===== src/hw/rtl/fdl_pkg.sv =====
// ----------------------------------------------------------------------------
// fdl_pkg: shared types and constants for the feedback delay line
// Sample, gain and limit widths, register indexes and the access flag struct.
// ----------------------------------------------------------------------------
package fdl_pkg;

  localparam int SAMPLE_W      = 24;   // Q4.19 signed samples
  localparam int DELAY_W       = 17;
  localparam int GAIN_W        = 17;   // Q1.16 unsigned
  localparam int LIMIT_W       = 23;   // Q4.19 unsigned magnitude
  localparam int CFG_W         = 23;   // widest register
  localparam int CFG_IDX_W     = 2;
  localparam int PROD_W        = 42;   // sample x gain, with sign headroom
  localparam int FB_SHIFT      = 16;
  localparam int MAX_DELAY_DEF = 65536;

  localparam logic [LIMIT_W-1:0] LIMIT_RESET = 23'd524288;

  typedef logic signed [SAMPLE_W-1:0] sample_t;

  // configuration register indexes
  typedef enum logic [CFG_IDX_W-1:0] {
    REG_DELAY = 2'd0,
    REG_GAIN  = 2'd1,
    REG_LIMIT = 2'd2
  } cfg_reg_t;

  // per-item access info from the position tracker
  typedef struct packed {
    logic bypass;   // delay length is zero: pass input through
    logic fresh;    // entry never touched since reset: reads as zero
  } acc_flags_t;

endpackage


===== src/hw/rtl/fdl_fb.sv =====
// ----------------------------------------------------------------------------
// fdl_fb: feedback sum
// Rounds the Q5.35 feedback product to Q5.19 (half up), adds the input and
// clamps the sum to plus or minus the limit.
// ----------------------------------------------------------------------------
module fdl_fb import fdl_pkg::*; (
  input  logic signed [PROD_W-1:0] prod,
  input  sample_t                  x,
  input  logic [LIMIT_W-1:0]       lim,
  output sample_t                  result
);

  localparam int FB_W  = PROD_W - FB_SHIFT;
  localparam int SUM_W = FB_W + 1;

  logic signed [PROD_W-1:0] rnd;
  logic signed [FB_W-1:0]   fb;
  logic signed [SUM_W-1:0]  sum;
  logic signed [SUM_W-1:0]  hi;
  logic signed [SUM_W-1:0]  lo;

  always_comb begin
    rnd = prod + PROD_W'(32768);
    fb  = rnd[PROD_W-1:FB_SHIFT];
    sum = SUM_W'(x) + SUM_W'(fb);
    hi  = $signed({{(SUM_W-LIMIT_W){1'b0}}, lim});
    lo  = -hi;
    // clamp to the symmetric limit
    if (sum > hi) begin
      result = hi[SAMPLE_W-1:0];
    end else if (sum < lo) begin
      result = lo[SAMPLE_W-1:0];
    end else begin
      result = sum[SAMPLE_W-1:0];
    end
  end

endmodule


===== config.mk =====
export PLATFORM = sky130hd
export DESIGN_NAME = fdl_fb
export DESIGN_NICKNAME = d
export VERILOG_FILES = /design/src/hw/rtl/fdl_pkg.sv /design/src/hw/rtl/fdl_fb.sv
export SDC_FILE = /design/constraint.sdc
export NUM_CORES = 1
export LEC_CHECK = 0
export BUFFER_PORTS_ARGS = -buffer_cell sky130_fd_sc_hd__buf_2
export CAP_MARGIN = 20
export CELL_PAD_IN_SITES_DETAIL_PLACEMENT = 0
export CELL_PAD_IN_SITES_GLOBAL_PLACEMENT = 1
export CORE_ASPECT_RATIO = 1.2
export CORE_MARGIN = 5
export CORE_UTILIZATION = 25
export DETAILED_ROUTE_END_ITERATION = 8
export PLACE_DENSITY = 0.59
export SYNTH_ARGS = -nofsm -noshare
export SYNTH_HDL_FRONTEND = slang
export SYNTH_SLANG_ARGS = --single-unit

===== constraint.sdc =====
create_clock -name vclk -period 6.2
set_input_delay 0 -clock vclk [all_inputs]
set_output_delay 0 -clock vclk [all_outputs]
set_load 0.005 [all_outputs]

==> results.toml <==
[final_layout]
flops_and_latches = 0
final_common_cell = "buf_2"
syn2layout_area_growth_pct = 20.3
seq_area_um2 = 0
final_cell_mix = "buf_2, ha_1, nand2_1, xnor2_1, a21oi_1"
post-route-util = 0.307
nets = 867
drive_gt1_frac = 0.187
antenna_cells = 0
num-clock-buffers = 0
n_fill_cell = 1830
final_area_um2 = 4990

[timing]
postLayoutSetupSlackWorst_ns = 0.471
max_slew_margin = 0.610
grt_setup_unrepaired = "false"
tns_ns = 0
hold_viol_final = 0
hold_ws_ns = 0.305
period_share = 0.924
drv_slew = 0
setup-violations-final = 0
final.min_clock_period_ns = 5.73
fmaxAchievable_mhz = 175
max_slew.worst_pin.slew_ns = 0.579

[pwr]
power_density_nw_per_um2 = 131
vdd_drop_max_mv = 0.0367
clkPwrFrac = 0
p_comb_frac = 1.000
p_int_uw = 292
pwr-share-seq = 0
p_sw_uw = 360
power.share.switching = 0.552
power_leakage_nw = 2.33

[place]
gp_congestion = 0.847
placed_cell_area_um2 = 4980
dp_hpwl_mm = 11.7
port-buffer-count = 98
dp_worst_setup_slack_ns = 0.360

[routing]
drt-initial-drc-count = 184
vias_per_cell = 5.09
wl_per_cell_um = 14.4
drt_first_pass_iters = 4
postRouteAntennaNets = 0
remaining_drc_errors = 0
route.vias.total = 4619
wl_mm = 13.1

[floorplanning]
coreArea_um2 = 16300
die_h_um = 151
core.rowCount = 51
ioPinCount = 113
die-area_um2 = 19300
initial_utilization = 0.255
die_w_um = 128

[global_route]
grt_usage = 0.131
antenna_found_initial = 0
grt_max_degree = 40
overflow = 0
grt_pass1_vias = 4547
grt_first_pass_wirelength_mm = 21.4

[synth]
synth_compound_area_frac = 0.258
yosysSeqAreaShare = 0
synthesis.area_um2 = 4150
yosys.area_share.simple = 0.251
syn_inst = 599
synth_xor_area_frac = 0.137
synthMuxAreaShare = 0.0474
syn_avg_cell_area_um2 = 6.92
synth_top_family_by_area = "compound AO/OA/AOI/OAI gates"
synth_warnings = 0
yosys.area_share.adder = 0.246
yosysUniqueCellTypes = 59
synth.largest_area_cell = "ha_1"
synthTopCellsByArea = "ha_1, xnor2_1, a21oi_1, nand2_1, nor2_1"
synth_top_area_frac = 0.238
synthesis.nets = 768

[worst_hold_path]
hp-class = "in2out"
hold_depth = 4

[critical_path]
start_kind = "input port"
end_kind = "output port"
worstSetupPathType = "in2out"
crit_required_ns = 6.20
path_max_fanout = 39
crit_arrival_ns = 5.73

[clock_tree]
cts.hold.buffers_added = 0
cts-resized-gates = 0
cts_setup_buffers = 0

[run_status]
status = "finished, final reports clean"

[flow_run]
cap_violations = 0
==> layout make-up <==
class,count,area (um2),area share
well taps,212,265,0.0531
repair buffers,118,666,0.133
inverters,39,146,0.0293
multi-input cells,539,3910,0.784
==> path summary, 6_finish.rpt <==
path | from | to | slack (ns)
setup / recovery | prod[15] | result[8] | 0.47
hold / removal | lim[1] | result[1] | 0.30
==> logic make-up (layout without fill, tap and decap cells) <==
| family | Yosys count | count (layout) |
|---|---|---|
| mux | 19 | 19 |
| buf+inv | 60 | 157 |
| compound gates | 163 | 163 |
| fa+ha+maj | 81 | 81 |
| xor+xnor | 65 | 65 |
| simple gates | 211 | 211 |
==> per-layer routing <==
metal	up-vias	global-route usage	part of all wire	wire (um)
met3	4	0.00917	0.039	516
li1	2423	-	-	-
met1	2118	0.169	0.46	5980
met5	-	0	0	0
met4	0	0.00372	0.0065	85
met2	74	0.250	0.50	6510
==> worst max-delay path, cell delays in order <==
cell	delay, ns
buf_2	0.12
ha_1	0.26
xor2_1	0.25
inv_1	0.09
fa_1	0.43
nand2b_1	0.20
a211oi_1	0.30
nor2_1	0.12
o21ai_0	0.26
a31oi_1	0.17
o21bai_1	0.19
xor2_1	0.28
ha_1	0.31
a21oi_1	0.15
o21ai_0	0.17
o2111ai_1	0.23
a21oi_1	0.07
a211o_1	0.29
maj3_1	0.37
a41oi_2	0.28
mux2i_4	0.29
buf_12	0.25
buf_4	0.19
mux2i_1	0.20
o22ai_1	0.11
buf_2	0.13
==> power by group through the flow <==
stage,Combinational [mW],Sequential (mW),Clock [mW]
after floorplan,0.438,0,0
after global placement,0.649,0,0
after detailed placement,0.657,0,0
after CTS,0.661,0,0
after global routing,0.738,0,0
final,0.652,0,0
==> Yosys cell counts (3+ instances only) <==
cell type,n
a211oi_1,8
a21o_1,16
a21oi_1,47
a31oi_1,7
a41oi_1,3
and2_1,3
and3_1,9
and4_1,3
buf_4,3
clkbuf_1,14
ha_1,79
inv_1,38
mux2i_1,16
nand2_1,52
nand2b_1,6
nand3_1,30
nand4_1,13
nor2_1,44
nor2b_1,3
nor3_1,27
nor3b_1,8
o211a_1,3
o211ai_1,3
o21a_1,3
o21ai_0,27
o21bai_1,5
o22ai_1,16
o31ai_1,4
or3_1,3
or4_1,3
xnor2_1,50
xor2_1,15
==> per-stage QoR <==
stage	power [mW]	std cells
3_5_place_dp	0.657	908
2_1_floorplan	0.438	599
6_report	0.652	908
4_1_cts	0.661	908
5_1_grt	0.738	908
3_3_place_gp	0.649	908
(Power assumes the default switching activity.)
