==> src/hw/rtl/fdl_pkg.sv <==
// ----------------------------------------------------------------------------
// fdl_pkg: shared types and constants for the feedback delay line
// Sample, gain and limit widths, register indexes and the access flag struct.
// ----------------------------------------------------------------------------
package fdl_pkg;

  localparam int SAMPLE_W      = 24;   // Q4.19 signed samples
  localparam int DELAY_W       = 17;
  localparam int GAIN_W        = 17;   // Q1.16 unsigned
  localparam int LIMIT_W       = 23;   // Q4.19 unsigned magnitude
  localparam int CFG_W         = 23;   // widest register
  localparam int CFG_IDX_W     = 2;
  localparam int PROD_W        = 42;   // sample x gain, with sign headroom
  localparam int FB_SHIFT      = 16;
  localparam int MAX_DELAY_DEF = 65536;

  localparam logic [LIMIT_W-1:0] LIMIT_RESET = 23'd524288;

  typedef logic signed [SAMPLE_W-1:0] sample_t;

  // configuration register indexes
  typedef enum logic [CFG_IDX_W-1:0] {
    REG_DELAY = 2'd0,
    REG_GAIN  = 2'd1,
    REG_LIMIT = 2'd2
  } cfg_reg_t;

  // per-item access info from the position tracker
  typedef struct packed {
    logic bypass;   // delay length is zero: pass input through
    logic fresh;    // entry never touched since reset: reads as zero
  } acc_flags_t;

endpackage

==> src/hw/rtl/fdl_addr.sv <==
// ----------------------------------------------------------------------------
// fdl_addr: circular position and fill count
// Wraps the position at the effective delay length and keeps a high-water
// mark of touched entries, so entries beyond it read as zero after reset.
// ----------------------------------------------------------------------------
module fdl_addr import fdl_pkg::*; #(
  parameter int MAX_DELAY = MAX_DELAY_DEF,
  parameter int AW        = 16,
  parameter int PW        = 17
) (
  input  logic               clk,
  input  logic               rst,
  input  logic               acc,
  input  logic [DELAY_W-1:0] delay_samples,
  output logic [AW-1:0]      pos,
  output acc_flags_t         flags
);

  localparam logic [31:0] MAX32 = 32'(MAX_DELAY);

  logic [PW-1:0] position;
  logic [PW-1:0] fill;
  logic [31:0]   len;
  logic [PW-1:0] cur;

  // effective length and wrapped position
  always_comb begin
    len          = (32'(delay_samples) > MAX32) ? MAX32 : 32'(delay_samples);
    cur          = (32'(position) >= len) ? '0 : position;
    pos          = cur[AW-1:0];
    flags.bypass = (delay_samples == '0);
    flags.fresh  = (cur == fill);
  end

  // advance on each non-bypass item
  always_ff @(posedge clk) begin
    if (rst) begin
      position <= '0;
      fill     <= '0;
    end else if (acc && !flags.bypass) begin
      position <= cur + 1'b1;
      if (flags.fresh) begin
        fill <= fill + 1'b1;
      end
    end
  end

  // every entry below the fill mark has been reached in order
  a_pos_le_fill: assert property (@(posedge clk) disable iff (rst)
    position <= fill) else $error("position beyond fill mark");

  a_fill_le_max: assert property (@(posedge clk) disable iff (rst)
    32'(fill) <= MAX32) else $error("fill mark beyond store depth");

  a_bypass_hold: assert property (@(posedge clk) disable iff (rst)
    acc && flags.bypass |=> $stable(position) && $stable(fill))
    else $error("bypass item moved the position");

endmodule

==> config.mk <==
export PLATFORM = sky130hd
export DESIGN_NAME = fdl_addr
export DESIGN_NICKNAME = d
export VERILOG_FILES = /design/src/hw/rtl/fdl_pkg.sv /design/src/hw/rtl/fdl_addr.sv
export SDC_FILE = /design/constraint.sdc
export NUM_CORES = 1
export LEC_CHECK = 0
export BUFFER_PORTS_ARGS = -buffer_cell sky130_fd_sc_hd__buf_2
export CORE_ASPECT_RATIO = 0.6
export CORE_UTILIZATION = 63
export DETAILED_ROUTE_END_ITERATION = 16
export PLACE_DENSITY = 0.89
export SYNTH_ARGS = -nofsm -noshare
export SYNTH_HDL_FRONTEND = slang
export SYNTH_SLANG_ARGS = --single-unit
==> constraint.sdc <==
create_clock -name clk -period 7.5 [get_ports clk]
set_input_delay 0.75 -clock clk [delete_from_list [all_inputs] [get_ports clk]]
set_output_delay 0.75 -clock clk [all_outputs]
set_load 0.01 [all_outputs]
==> results of run 1 <==
==> path summary, 6_finish.rpt <==
kind         cells past startpoint  slack (ns)           end
max                             15        2.03      flags[0]
min                              1        0.53   position[0]
max reg2reg                     16        3.19  position[16]
min reg2reg                      1        0.53   position[0]
==> report_power, final <==
group / internal (mW) / switching [mW] / total [mW]
Clock: 0.0640 / 0.0673 / 0.131
Combinational: 0.0245 / 0.0442 / 0.0687
Sequential: 0.183 / 0.00404 / 0.187
==> cell families after synthesis <==
| family | Yosys count | synth area share |
|---|---|---|
| AO/OA/AOI/OAI | 79 | 0.195 |
| XOR/XNOR | 9 | 0.0280 |
| adder cells (fa/ha/maj) | 19 | 0.0845 |
| buffers and inverters | 39 | 0.0552 |
| flip-flops | 34 | 0.242 |
| multiplexers | 10 | 0.0396 |
| AND/OR/NAND/NOR | 201 | 0.355 |
==> cell usage in the layout (no fill, tap or decap), drive strengths merged, types with 9 or more instances in the layout <==
cell   synthesis  final
a21oi         20     20
and3          10     10
buf            2     39
dfxtp         34     34
ha            19     19
inv           20     20
mux2           9      9
nand2         50     50
nand3         24     24
nand4         13     13
nor2          50     50
nor2b         10     10
nor4          12     12
o21ai         20     20
==> critical path, stage by stage <==
cell and delay, ns:
buf_2 0.10, nor4_1 0.33, nand4_1 0.19, nand2_1 0.28, nand2_1 0.13, ha_1 0.33, a21oi_1 0.18, o21ai_1 0.15
a21oi_2 0.26, nand2_1 0.33, nor2_2 0.53, o22ai_1 0.20, or4_4 0.67, nor2_1 0.13, buf_2 0.14
==> layer usage <==
layer | up-vias | wire length (um) | GRT usage
li1 | 1460 | - | -
met1 | 1371 | 3490 | 0.520
met2 | 233 | 3140 | 0.486
met3 | 42 | 1210 | 0.115
met4 | 0 | 203 | 0.0806
met5 | - | 0 | 0
==> flip-flops by register name, summed over array words and instances (netlist names) <==
name	cells
fill	17
position	17
==> through the flow <==
stage,setup slack [ns],util
5_1_grt,1.86,0.736
4_1_cts,2.17,0.736
6_report,2.03,0.736
3_3_place_gp,2.27,0.718
2_1_floorplan,2.64,-
3_5_place_dp,2.05,0.718
==> cell type report <==
cell class              count  area (sq um)
clock buffers               7          76.3
repair buffers             39           200
well taps                  60          75.1
inverters                  20          75.1
fillers                   359          1100
flip-flops and latches     34           681
multi-input cells         318          1980
==> impl_results.md, run 1 <==
* Number of synthesized flops with an enable pin at 0
* Period minus WS final at 5.47 ns
* Clock Sinks at 34
* YS warnings at 0
* DR WL/cell at 16.8 um
* Setup violators final at 0
* Most frequent cell after synthesis: nand2_1
* Tcrit/Tclk final at 0.730
* Min-delay src: position[0]
* CTS buffer count at 5
* CP Max Fanout at 14
* Maximum vdd drop at 83.4 uV
* Average cell area after synthesis at 7.19 sq um
* Grt ovf at 0
* Max_slew headroom at 0.249
* Seq/Total Area, Yosys at 0.242
* Leak at 1.24 nW
* Chip height at 53.8 um
* WS Path Type: in -> out
* Synth top area cells: dfxtp_1 (24%), ha_1 (8.5%), nand2_1 (6.7%)
* Placed cell areas at 0.00301 sq mm
* Startpoint Class: input port
* Initial antenna violation count at 0
* Post-cts sizing count at 0
* Die footprint at about 0.0047 sq mm
* Antenna diodes at 0
* Final Hold Fails at 0
* Layout area overhead at 9.65%
* Asr flop ratio synth at 0
* I/O pins at 38
* Gp weighted congestion at 0.929
* Post-Place Cells at 471
* Power consumption at approximately 0.39 mW
* Maximum clock frequency at 183 MHz
* Clock Latency Late Sink at 0.29 ns
* Post-DP HPWL at 6090 um
* Die span in x at 88.3 um
* Total Nets Final at 457
* Drt pass-1 iters at 6
* CP Launch Point: delay_samples[10]
* Hold_buf cts at 0
* Layout cell share with drive strength beyond 1 at 0.148
* Cell taking the most area after synthesis: dfxtp_1
* Worst EP required at 6.75 ns
* Final wirelength at about 8000 um
* Non-Filler Instances at around 480
* #FFs+latches synth at 34
* Setup TNS at 0 ns
* CP Capture Type: output port
* Min-delay worst type: reg -> reg
* Detailed-route DRC error count at 0
* Max cap viols at 0
* RSZ-0062 raised after global routing: no
* Vias per cell at 6.50
* CTS root buf: clkbuf_8
* Post-CTS setup buffer count at 0
* Post-route cell area at 0.00308 sq mm
* First-pass GRT wire length at 12500 um
* Worst Skew at 0.00521 ns
* Syn nets at 430
* H-tree levels at 2
* DR vias at 3106
* Core Region at 0.00419 sq mm
* PwrDens at 125 mW/mm^2
* Port bufs at 37
* Starting DRT DRC Count at 422
* Vias in the first global route at 2535
* Post-synth top area share at 0.242
* CP arrival at 4.72 ns
* Mapped Area at 0.00281 sq mm
* Hold slack at 0.534 ns
* Status: completed
* Rows at 18
* GR Util All Layers at 0.352
* Post-DRT Antenna Nets at 0
* Synth unique cells at 55
* Slew Viols, Final at 0
* R2R Path Start: position[0]
* Cells after synthesis at 391
* Worst-case clock buffer depth at 2
* Synth top cells by count: nand2_1 (50), nor2_1 (49), dfxtp_1 (34)
* Most used DFF post-synth: dfxtp_1
* Slew of the pin with the lowest slew margin at 1.12 ns
* TritonCTS clock tree: built
* Reg clk slew, reported paths at 0.06 ns
* Initial Util at 0.671
* Largest net degree at the start of global routing at 46
No activity file was read; power rests on OpenSTA's default activity.
==> inputs of run 2 (changes only) <==
--- a/config.mk
+++ b/config.mk
@@ -7,9 +7,9 @@
 export LEC_CHECK = 0
 export BUFFER_PORTS_ARGS = -buffer_cell sky130_fd_sc_hd__buf_2
 export CORE_ASPECT_RATIO = 0.6
-export CORE_UTILIZATION = 63
+export CORE_UTILIZATION = 53
 export DETAILED_ROUTE_END_ITERATION = 16
-export PLACE_DENSITY = 0.89
+export PLACE_DENSITY = 0.8
 export SYNTH_ARGS = -nofsm -noshare
 export SYNTH_HDL_FRONTEND = slang
 export SYNTH_SLANG_ARGS = --single-unit
==> constraint.sdc (replaced) <==
create_clock -name clk -period 4.45 [get_ports clk]
set_input_delay 0.445 -clock clk [delete_from_list [all_inputs] [get_ports clk]]
set_output_delay 0.445 -clock clk [all_outputs]
set_load 0.01 [all_outputs]
==> run 2 against run 1 <==
Effect of this change:
- design area grew 5.8%
- clock skew fell by 0.00093 ns
- critical path depth grew 2
- combinational power grew 88%
- global-route usage shrank 4.4 points
- setup slack worse by 1.9 ns
- register-to-register slack lost 2.4 ns
- die area up 18%
- worst hold slack worse by 0.021 ns
- critical endpoint unchanged
- largest cell class unchanged
==> impl_results.md, run 2 (synthesis gave the netlist of run 1 again) <==
* Max_slew headroom at 0.476
* Maximum vdd drop at approximately 150 uV
* Min-delay worst type: reg -> reg
* First-pass GRT wire length at 13100 um
* CP max stage cell: or4_4
* Layout cell share with drive strength beyond 1 at 0.198
* WS Path Type: in -> out
* Setup violators final at 0
* Startpoint Class: input port
* Largest net degree at the start of global routing at 46
* Chip height at 58.4 um
* Slew Viols, Final at 0
* GR Util All Layers at 0.308
* Final Hold Fails at 0
* Hold slack at 0.514 ns
* Grt ovf at 0
* Buffers & Inverters on Critical Path at 4
* Status: completed
* CP arrival at 3.90 ns
* Commonest non-fill, non-tap cells in the layout: nand2_1 (49), nor2_1 (49), buf_2 (37), dfxtp_1 (34), nand3_1 (24)
* Period minus WS final at 4.35 ns
* Post-route cell area at 0.00326 sq mm
* CP Max Fanout at 12
* DR WL/cell at 16.8 um
* R2R setup slack at between 0.7 and 0.8 ns
* Tcrit/Tclk final at 0.977
* Crit path top cell by count: nand2_1
* CP top delay family: simple AND/OR/NAND/NOR gates
* DR vias at 3150
* Die footprint at between 0.005 and 0.006 sq mm
* I/O pins at 38
* Vias per cell at around 6.3
* Biggest registers after layout: fill (17), position (17)
* Final wirelength at 8410 um
* RSZ-0062 raised after global routing: no
* Post-DRT Antenna Nets at 0
* Die span in x at 96.0 um
* Worst-case clock buffer depth at 2
* Drt pass-1 iters at 5
* Post-DP HPWL at ~6500 um
* Max cap viols at 0
* Rows at 20
* Starting DRT DRC Count at 283
* Core Region at 0.00508 sq mm
* Maximum clock frequency at 230 MHz
* H-tree levels at 2
* Worst Skew at 0.00428 ns
* CP Capture Type: output port
* Reg clk slew, reported paths at approximately 0.070 ns
* Total Nets Final at 473
* Gp weighted congestion at 0.931
* Hold depth at 2
* Leak at 1.33 nW
* Cell depth of the worst setup path at 17
* CP max stage delay at 0.57 ns
* CTS buffer count at 5
* Initial Util at 0.554
* Worst EP required at 4.01 ns
* Layout area overhead at 16.1%
* R2r worst-path depth at 16
* Placed cell areas at 0.00314 sq mm
* Slew of the pin with the lowest slew margin at approximately 0.79 ns
* Initial antenna violation count at 0
* PwrDens at 209 mW/mm^2
* Setup TNS at 0 ns
* Vias in the first global route at about 2600
* Detailed-route DRC error count at 0
* Clock Sinks at 34
* Clock Latency Late Sink at 0.28 ns
* Antenna diodes at 0
* Port bufs at 37
* Worst-path cell chain: buf_2 -> nor4_2 -> nand4_1 -> nand2_1 -> buf_4 -> nand2_1 -> ha_1 -> a21oi_1 -> o21ai_1 -> a21oi_2 -> nand2_1 -> nor2_2 -> o22ai_1 -> or4_4 -> buf_4 -> nor2_1 -> buf_2
* TritonCTS clock tree: built
* CTS root buf: clkbuf_8
run 2: power breakdown:
| part | switching (mW) | internal [mW] |
|---|---|---|
| Combinational | 0.0777 | 0.0515 |
| Clock | 0.115 | 0.125 |
| Sequential | 0.00702 | 0.308 |
| Total | 0.200 | 0.484 |
run 2: worst paths after layout:
path	from	endpoint
worst min register to register	position[6]	position[6]
worst max-delay path	delay_samples[1]	flags[0]
worst min-delay path	position[6]	position[6]
worst max register to register	position[4]	position[16]
run 2: worst register-to-register path, stage by stage (launching register included):
cell and delay (ns):
dfxtp_1 0.30, buf_4 0.17, ha_1 0.31, a21oi_1 0.14
and3b_1 0.19, a31oi_2 0.28, a21boi_4 0.14, nor2_2 0.36
and2_1 0.22, ha_1 0.20, and3_1 0.19, and3_1 0.20
and3_1 0.26, and4_1 0.26, nand3_1 0.10, xnor2_1 0.15
nor2_1 0.05
run 2: timing repair:
item,4_1_cts,5_1_grt
setup buffers,0,0
endpoints found under the setup margin,0,1
hold buffers,0,0
resized for setup,0,7
run 2: per-layer routing:
metal	vias to the layer above	routed length [um]	part of all wire	global-route usage
met3	12	1060	0.13	0.114
met4	0	63	0.0075	0.0426
li1	1500	-	-	-
met2	187	3320	0.39	0.418
met1	1451	3960	0.47	0.466
met5	-	0	0	0
run 2: through the flow:
stage	utilization	instances	power (mW)	setup WS, ns
floorplan	-	391	0.397	0.00770
global placement	0.617	493	0.443	0.122
detailed placement	0.617	493	0.445	0.00326
CTS	0.635	501	0.680	0.141
global route	0.643	501	0.716	0.0121
finish	0.643	501	0.684	0.102
run 2: cell type report:
class	count	area (sq um)
clock buffer	7	86.3
clock inverter	1	5.00
fill	478	1820
inverter	20	75.1
multi-input combinational	318	2010
sequential	34	681
tap	66	82.6
timing repair buffer	55	320
